**src/rtl/core/lfeg_pkg.sv**
```systemverilog
`timescale 1ns / 1ps
// ----------------------------------------------------------------------------
// lfeg_pkg
// Shared widths, register indexes, region codes, side-band type and the
// time helpers of the fade envelope gain block.
// ----------------------------------------------------------------------------
package lfeg_pkg;

    localparam int TIME_BITS   = 48;
    localparam int SAMPLE_BITS = 24;
    localparam int LEN_BITS    = 24;
    localparam int FLAG_BITS   = 4;
    localparam int GAIN_BITS   = 17;
    localparam int Q_BITS      = 16;
    localparam int REGION_BITS = 3;

    // internal breakpoint width, room for time plus a full ramp length
    localparam int TW = ((TIME_BITS > LEN_BITS + 2) ? TIME_BITS : LEN_BITS + 2) + 2;
    localparam int NUM_W = LEN_BITS + 1;
    localparam int DIV_STAGES = GAIN_BITS;
    localparam int PROD_W = SAMPLE_BITS + GAIN_BITS + 1;

    localparam int CFG_W = (TIME_BITS > LEN_BITS) ? TIME_BITS : LEN_BITS;
    localparam int CFG_ADDR_W = 3;

    localparam logic [CFG_ADDR_W-1:0] CFG_FADE_START     = 3'd0;
    localparam logic [CFG_ADDR_W-1:0] CFG_FADE_END       = 3'd1;
    localparam logic [CFG_ADDR_W-1:0] CFG_SOURCE_START   = 3'd2;
    localparam logic [CFG_ADDR_W-1:0] CFG_SOURCE_END     = 3'd3;
    localparam logic [CFG_ADDR_W-1:0] CFG_FADE_LENGTH    = 3'd4;
    localparam logic [CFG_ADDR_W-1:0] CFG_DEFINED_FLAGS  = 3'd5;
    localparam logic [CFG_ADDR_W-1:0] CFG_SOURCE_PRESENT = 3'd6;

    localparam logic [REGION_BITS-1:0] REGION_BEFORE = 3'd0;
    localparam logic [REGION_BITS-1:0] REGION_UP     = 3'd1;
    localparam logic [REGION_BITS-1:0] REGION_UNITY  = 3'd2;
    localparam logic [REGION_BITS-1:0] REGION_DOWN   = 3'd3;
    localparam logic [REGION_BITS-1:0] REGION_AFTER  = 3'd4;

    localparam logic [GAIN_BITS-1:0] GAIN_UNITY = GAIN_BITS'(1 << Q_BITS);

    localparam logic signed [TW-1:0] BP_LIM = signed'(TW'(64'd1 << 62));

    typedef struct packed {
        logic [REGION_BITS-1:0]        region;
        logic signed [SAMPLE_BITS-1:0] left;
        logic signed [SAMPLE_BITS-1:0] right;
    } t_side;

    function automatic logic signed [TW-1:0] ext_time(input logic signed [TIME_BITS-1:0] v);
        return {{(TW-TIME_BITS){v[TIME_BITS-1]}}, v};
    endfunction

    function automatic logic signed [TW-1:0] ext_len(input logic [LEN_BITS-1:0] v);
        return {{(TW-LEN_BITS){1'b0}}, v};
    endfunction

    // breakpoint saturation, only reachable for very wide time words
    function automatic logic signed [TW-1:0] clamp_bp(input logic signed [TW-1:0] a);
        logic signed [TW-1:0] r;
        r = a;
        if (TIME_BITS > 62) begin
            if (a > BP_LIM) begin
                r = BP_LIM;
            end else if (a < -BP_LIM) begin
                r = -BP_LIM;
            end
        end
        return r;
    endfunction

endpackage

```
**src/rtl/core/lfeg_div_pipe.sv**
```systemverilog
`timescale 1ns / 1ps
// ----------------------------------------------------------------------------
// lfeg_div_pipe
// Pipelined restoring divider, one quotient bit per stage, giving
// floor(num * 2^16 / len) for num <= len, with side-band data carried along.
// ----------------------------------------------------------------------------
module lfeg_div_pipe
    import lfeg_pkg::*;
(
    input  logic                 i_clk,
    input  logic                 i_rst_n,
    input  logic                 i_en,
    input  logic                 i_valid,
    input  logic [NUM_W-1:0]     i_num,
    input  logic [LEN_BITS-1:0]  i_len,
    input  t_side                i_side,
    output logic                 o_valid,
    output logic [GAIN_BITS-1:0] o_quot,
    output t_side                o_side
);

    logic                 r_v    [DIV_STAGES];
    logic [LEN_BITS-1:0]  r_rem  [DIV_STAGES];
    logic [GAIN_BITS-1:0] r_q    [DIV_STAGES];
    t_side                r_side [DIV_STAGES];

    logic [NUM_W-1:0]     w_trial [DIV_STAGES];
    logic                 w_bit   [DIV_STAGES];
    logic [LEN_BITS-1:0]  n_rem   [DIV_STAGES];
    logic [GAIN_BITS-1:0] n_q     [DIV_STAGES];
    logic [NUM_W-1:0]     w_len;

    assign w_len = {1'b0, i_len};

    always_comb begin
        w_trial[0] = i_num;
        for (int k = 1; k < DIV_STAGES; k++) begin
            w_trial[k] = {r_rem[k-1], 1'b0};
        end
        for (int k = 0; k < DIV_STAGES; k++) begin
            w_bit[k] = (w_trial[k] >= w_len);
            if (w_bit[k]) begin
                n_rem[k] = LEN_BITS'(w_trial[k] - w_len);
            end else begin
                n_rem[k] = w_trial[k][LEN_BITS-1:0];
            end
        end
        n_q[0] = GAIN_BITS'(w_bit[0]);
        for (int k = 1; k < DIV_STAGES; k++) begin
            n_q[k] = {r_q[k-1][GAIN_BITS-2:0], w_bit[k]};
        end
    end

    always_ff @(posedge i_clk) begin
        if (!i_rst_n) begin
            for (int k = 0; k < DIV_STAGES; k++) begin
                r_v[k] <= 1'b0;
            end
        end else if (i_en) begin
            r_v[0] <= i_valid;
            for (int k = 1; k < DIV_STAGES; k++) begin
                r_v[k] <= r_v[k-1];
            end
        end
    end

    always_ff @(posedge i_clk) begin
        if (i_en) begin
            r_side[0] <= i_side;
            for (int k = 1; k < DIV_STAGES; k++) begin
                r_side[k] <= r_side[k-1];
            end
            for (int k = 0; k < DIV_STAGES; k++) begin
                r_rem[k] <= n_rem[k];
                r_q[k]   <= n_q[k];
            end
        end
    end

    assign o_valid = r_v[DIV_STAGES-1];
    assign o_quot  = r_q[DIV_STAGES-1];
    assign o_side  = r_side[DIV_STAGES-1];

endmodule

```
**config.mk**
```make
export PLATFORM = sky130hd
export DESIGN_NAME = lfeg_div_pipe
export DESIGN_NICKNAME = d
export VERILOG_FILES = /design/src/rtl/core/lfeg_pkg.sv /design/src/rtl/core/lfeg_div_pipe.sv
export SDC_FILE = /design/constraint.sdc
export NUM_CORES = 2
export LEC_CHECK = 0
export ABC_CLOCK_PERIOD_IN_PS = 5000
export BUFFER_PORTS_ARGS = -buffer_cell sky130_fd_sc_hd__clkbuf_2
export CAP_MARGIN = 0
export CORE_MARGIN = 2
export CORE_UTILIZATION = 47
export DETAILED_ROUTE_END_ITERATION = 10
export PLACE_DENSITY = 0.65
export SLEW_MARGIN = 10
export SYNTH_ARGS = -nofsm -noshare
export SYNTH_HDL_FRONTEND = slang
export SYNTH_SLANG_ARGS = --single-unit
```
**constraint.sdc**
```tcl
create_clock -name i_clk -period 5 [get_ports i_clk]
set_clock_uncertainty 0.15 [all_clocks]
set_input_delay 0.5 -clock i_clk [delete_from_list [all_inputs] [get_ports i_clk]]
set_output_delay 0.5 -clock i_clk [all_outputs]
set_load 0.005 [all_outputs]
```
======== Word-level counts from Yosys, hierarchy flattened ========
Memories as Yosys holds them, arrays and structs flattened.
Cells that the tools add are included.
word-level totals
  output and inout bits ................... 69
  bits of input ports ..................... 104
  memory bits (writable) .................. 1,581
  memories ................................ 4
  flip-flop bits (word level) ............. 0
  word-level logic and storage cells ...... 94
memories
  memory  words  width  rd ports  clocked after Yosys merged registers in  write ports  line                 text
  r_side  17     51     17        0                                        17           lfeg_div_pipe.sv:25  t_side r_side [DIV_STAGES];
  r_rem   17     24     16        0                                        17           lfeg_div_pipe.sv:23  logic [LEN_BITS-1:0] r_rem [DIV_STAGES];
  r_q     17     17     17        0                                        17           lfeg_div_pipe.sv:24  logic [GAIN_BITS-1:0] r_q [DIV_STAGES];
  r_v     17     1      17        0                                        17           lfeg_div_pipe.sv:22  logic r_v [DIV_STAGES];
operators by class
  add/sub/neg operators ................... 17
  bitwise logic cells ..................... 17
  multiplexer cells ....................... 39
  order comparisons ....................... 17
operator list
  cell                                              number
  25-bit by 24-bit >= comparator with 1-bit output  17
  24-bit 2-to-1 mux                                 17
  24-bit subtractor                                 17
  1-bit 2-to-1 mux                                  22
  1-bit OR                                          17

======== Logic depth before layout (Yosys ltp) ========
  depth in word-level cells ............... 4
  depth in mapped cells ................... 14
  depth with buffers taken out ............ 12

======== Least setup slack after synthesis ========
OpenSTA, ideal clock, no wires.
  path kind ............................... input-to-reg
  start ................................... input port i_len[3]
  end ..................................... memory r_rem[0][10] (data pin)
  buffers on the path ..................... 2
  stages .................................. 13
  required time ........................... 4,590 ps
  arrival time ............................ 3,479 ps
  slack ................................... 1,111 ps
  cells stage by stage .................... inv_1 ha_1 and3_1 o21ai_2 nand3b_2 o41a_1 o31a_1 a41oi_2 o211ai_1 a211o_1 buf_2 buf_6 mux2_4
RTL lines
  what                line                 text
  start: declaration  lfeg_div_pipe.sv:15  input logic [LEN_BITS-1:0] i_len,
  end: declaration    lfeg_div_pipe.sv:23

==> out/qor.txt <==
Outcome: completed
Synth Net Count: 5,152
# Max-Cap Violations: 0
Post-DP HPWL: 92,700 µm
Combinational fraction of design power: 36.3%
Number of register bits inferred by synthesis: 1,421
Count of endpoints failing setup in the final report: 0
Initial standard-cell utilization of the core: 47.3%
Required time of the worst setup path: 5.36 ns
Prevailing post-synth register cell: sky130_fd_sc_hd__edfxtp_1
Clock Path Buffers: 3
Worst min-delay path category: in -> reg
Routability congestion estimate from global placement: 0.892
Power per cell area: 592 nW/µm²
Area grow syn2layout: 14.6%
Internal: 30.3 mW
Number of enable-type register cells in the synthesized netlist: 1,421
Gates resized, CTS repair: 0
Hold Violations, Final: 0
Number of antenna violations at the first check in global routing: 0
Vias in the first global route: 37,500
Sw frac: 32.4%
Combined buffer and inverter count along the critical path: 3
Remaining DRCs: 0
Iteration count of the initial detailed-routing pass: 7
Portion of total power attributed to sequential cells: 39.4%
Count of hold buffers inserted by post-cts repair: 76
Global-route usage over all layers: 18.8%
Critical-path cell with the highest stage delay: sky130_fd_sc_hd__dlygate4sd3_1
I/O pins: 173
Filler-free cell count of the finished design: 7,051
Largest net degree at the start of global routing: 131
Switching power: 14.5 mW
Number of slew-limit violations in the final report: 0
Antenna diode count: 0
Slew at the pin closest to its max-slew limit: 1.21 ns
CTS tree: built
Wire length of the first global-routing pass: 208,000 µm
Horizontal die dimension: 379 µm
CP max stage delay: 0.55 ns
Total negative setup slack: 0 ns
Hold slack final: 0.0497 ns
Data arrival time of the critical path: 4.14 ns
Cell area after synthesis: 66,000 µm²
Number of buffers inserted by post-CTS setup repair: 0
Number of DRC violations after detailed-routing iteration 0: 2,633
Distinct cell type count of the synthesized netlist: 81
GRT overflow: 0
Max FO, Critical Path: 19
Fin nets: 5,579
Number of clock sinks: 1,421
Average wire per cell in the routed design: 19.2 µm
Cell family contributing the most delay on the critical path: compound AO/OA/AOI/OAI gates
PortBufs: 172
Critical path class: in -> reg
Timing-limited maximum frequency: 265 MHz
Fillcell total: 11,500
Number of CTS-inserted buffers: 152
Cell type contributing the most total cell area after synthesis: sky130_fd_sc_hd__edfxtp_1
Chip height: 379 µm
Number of warnings issued by yosys: 0
Master cell of the clock root buffer: sky130_fd_sc_hd__clkbuf_16
RSZ-0062 raised after global routing: no
LEAKAGE: 28.6 nW
Share of the yosys chip area belonging to registers: 64.6%
Final critical-path required period: 3.78 ns
Kind of end point of the critical path: flop
IR Drop Worst-Case VDD: 0.000339 V
Multi-input logic area: 22,600 µm²
Critical Path Start Type: input port
Htree depth: 4
Final period util: 75.6%
Cell count after synthesis: 4,625
Area used by sequential logic in the layout: 42,700 µm²
Total routed wirelength: 136,000 µm
Row count: 137
Number of nets with antenna violations after routing: 0
Clock group share of total power: 24.3%
Proportion of layout cells with a drive suffix above 1: 15.2%
Number of vias per cell after detailed routing: 5.46
Synthesized area divided by synthesized cell count: 14.3 µm²
Largest cells by area after synthesis: sky130_fd_sc_hd__edfxtp_1 (65%), sky130_fd_sc_hd__ha_1 (7.7%), sky130_fd_sc_hd__mux2_2 (4.0%)
Routed via count: 38,500
Rel. slew slack: 19.4%
Number of cells in the design after placement: 6,698
Insertion delay to the later sink of the worst-skew pair: 0.79 ns
Clock transition time at the flip-flop clock pins of the worst setup and hold paths: 0.06 ns
Share of synthesized flip-flops with an asynchronous set or reset: 0%
Area of the placeable core: 140,000 µm²
CP cell instances: dlygate4sd3_1 > clkbuf_2 > ha_1 > and3_1 > o21ai_2 > nand3b_2 > o41a_1 > o31a_1 > a41oi_2 > o211ai_1 > a211o_1 > buf_4 > mux2_4
Total die area: 143,000 µm²
Portion of synthesized cell area occupied by the leading cell type: 64.6%
## synthesized netlist by cell type, types with 8 or more instances
| cell | instances |
|---|---|
| sky130_fd_sc_hd__o21a_1 | 58 |
| sky130_fd_sc_hd__fa_1 | 16 |
| sky130_fd_sc_hd__xor2_1 | 107 |
| sky130_fd_sc_hd__o31ai_1 | 23 |
| sky130_fd_sc_hd__nor3_1 | 49 |
| sky130_fd_sc_hd__mux2_1 | 8 |
| sky130_fd_sc_hd__nor3b_1 | 10 |
| sky130_fd_sc_hd__edfxtp_1 | 1421 |
| sky130_fd_sc_hd__o2111ai_1 | 8 |
| sky130_fd_sc_hd__inv_1 | 125 |
| sky130_fd_sc_hd__a211o_1 | 19 |
| sky130_fd_sc_hd__o21bai_1 | 36 |
| sky130_fd_sc_hd__or2_2 | 15 |
| sky130_fd_sc_hd__nor2b_1 | 56 |
| sky130_fd_sc_hd__o211ai_1 | 23 |
| sky130_fd_sc_hd__o21ai_0 | 226 |
| sky130_fd_sc_hd__mux2_4 | 17 |
| sky130_fd_sc_hd__o21ai_1 | 14 |
| sky130_fd_sc_hd__nand2_1 | 233 |
| sky130_fd_sc_hd__a21o_1 | 156 |
| sky130_fd_sc_hd__o31a_1 | 20 |
| sky130_fd_sc_hd__and3_1 | 47 |
| sky130_fd_sc_hd__a2111oi_0 | 8 |
| sky130_fd_sc_hd__a21oi_1 | 325 |
| sky130_fd_sc_hd__mux2_2 | 234 |
| sky130_fd_sc_hd__nor2_1 | 252 |
| sky130_fd_sc_hd__a31o_2 | 10 |
| sky130_fd_sc_hd__buf_2 | 29 |
| sky130_fd_sc_hd__xnor2_1 | 190 |
| sky130_fd_sc_hd__nor4_1 | 16 |
| sky130_fd_sc_hd__and2_1 | 23 |
| sky130_fd_sc_hd__a21boi_0 | 9 |
| sky130_fd_sc_hd__a31oi_1 | 36 |
| sky130_fd_sc_hd__nand4_1 | 49 |
| sky130_fd_sc_hd__a211oi_1 | 26 |
| sky130_fd_sc_hd__ha_1 | 407 |
| sky130_fd_sc_hd__nand3_1 | 87 |
| sky130_fd_sc_hd__clkbuf_1 | 42 |
| sky130_fd_sc_hd__nand2b_1 | 57 |
| sky130_fd_sc_hd__mux2i_1 | 18 |
| sky130_fd_sc_hd__and4_1 | 8 |
| sky130_fd_sc_hd__or3_1 | 12 |
## worst paths after layout
path	start	depth (start not counted)	slack, ns	endpoint
worst max-delay path	i_num[3]	13	1.22	r_rem[0][6]
worst min register to register	r_side[3][36]	0	0.24	r_side[3][87]
worst max register to register	r_rem[0][169]	10	1.25	r_rem[0][198]
worst min-delay path	i_en	1	0.05	r_side[0][77]
## per-layer routing
layer | wire length (µm) | track usage [%] | up-vias
met5 | 0 | 0 | -
met4 | 5750 | 8.43 | 0
met3 | 6460 | 3.75 | 289
met2 | 64300 | 30.6 | 822
met1 | 59200 | 24.5 | 18600
li1 | - | - | 18800
## power by group through the flow
stage	sequential (mW)	combinational, mW	clock [mW]
after detailed placement	17.9	16.1	0
after CTS	17.7	16.2	11.2
after floorplan	17.1	12.7	0
after global routing	17.8	18.1	11.7
after global placement	17.9	15.8	0
final	17.6	16.3	10.9
## cells by family (layout without fill, tap and decap cells)
kind of cell / after synthesis / after routing / share of synthesized area [%]
compound gates: 1073 / 1073 / 10.3
xor+xnor: 297 / 297 / 3.94
fa+ha+maj: 423 / 423 / 8.20
buf+inv: 203 / 753 / 1.25
flops: 1421 / 1421 / 64.6
mux: 277 / 277 / 4.79
simple gates: 931 / 931 / 6.84
## flip-flops by register name (all words and copies together), names as in the netlist
| register | count |
|---|---|
| r_side | 867 |
| r_rem | 384 |
| r_q | 153 |
| r_v | 17 |
## layout make-up
| type | instances | area share (%) |
|---|---|---|
| clock inverters | 92 | 1.23 |
| multi-input cells | 3001 | 29.8 |
| flip-flops and latches | 1421 | 56.4 |
| repair buffers | 350 | 3.51 |
| well taps | 1876 | 3.10 |
| clock buffers | 185 | 5.25 |
| inverters | 126 | 0.626 |
## per-stage QoR
stage / utilization [%] / cell area, µm² / total power, mW / setup WS [ns]
global placement: 50.1 / 69900 / 33.7 / 0.529
finish: 54.2 / 75600 / 44.8 / 1.22
global route: 54.2 / 75600 / 47.6 / 0.939
floorplan: - / 66000 / 29.8 / 1.11
CTS: 54.2 / 75600 / 45.1 / 0.936
detailed placement: 50.1 / 69900 / 33.9 / 0.506
## placed cells by master, fill, tap and decap left out, types with 26 or more instances in the layout
cell type	n
sky130_fd_sc_hd__nor2b_1	56
sky130_fd_sc_hd__nor2_1	251
sky130_fd_sc_hd__nand2b_1	57
sky130_fd_sc_hd__nand4_1	49
sky130_fd_sc_hd__clkbuf_1	31
sky130_fd_sc_hd__xnor2_1	190
sky130_fd_sc_hd__a31oi_1	36
sky130_fd_sc_hd__nand2_1	233
sky130_fd_sc_hd__xor2_1	107
sky130_fd_sc_hd__edfxtp_1	1421
sky130_fd_sc_hd__dlygate4sd3_1	76
sky130_fd_sc_hd__mux2_2	234
sky130_fd_sc_hd__clkinv_1	28
sky130_fd_sc_hd__a211oi_1	26
sky130_fd_sc_hd__ha_1	407
sky130_fd_sc_hd__nor3_1	49
sky130_fd_sc_hd__buf_4	82
sky130_fd_sc_hd__a21oi_1	324
sky130_fd_sc_hd__a21o_1	156
sky130_fd_sc_hd__o21ai_0	225
sky130_fd_sc_hd__clkbuf_2	171
sky130_fd_sc_hd__clkinv_2	33
sky130_fd_sc_hd__inv_1	124
sky130_fd_sc_hd__nand3_1	87
sky130_fd_sc_hd__o21a_1	58
sky130_fd_sc_hd__o21bai_1	36
sky130_fd_sc_hd__clkbuf_16	154
sky130_fd_sc_hd__and3_1	47
(Power assumes the default switching activity.)
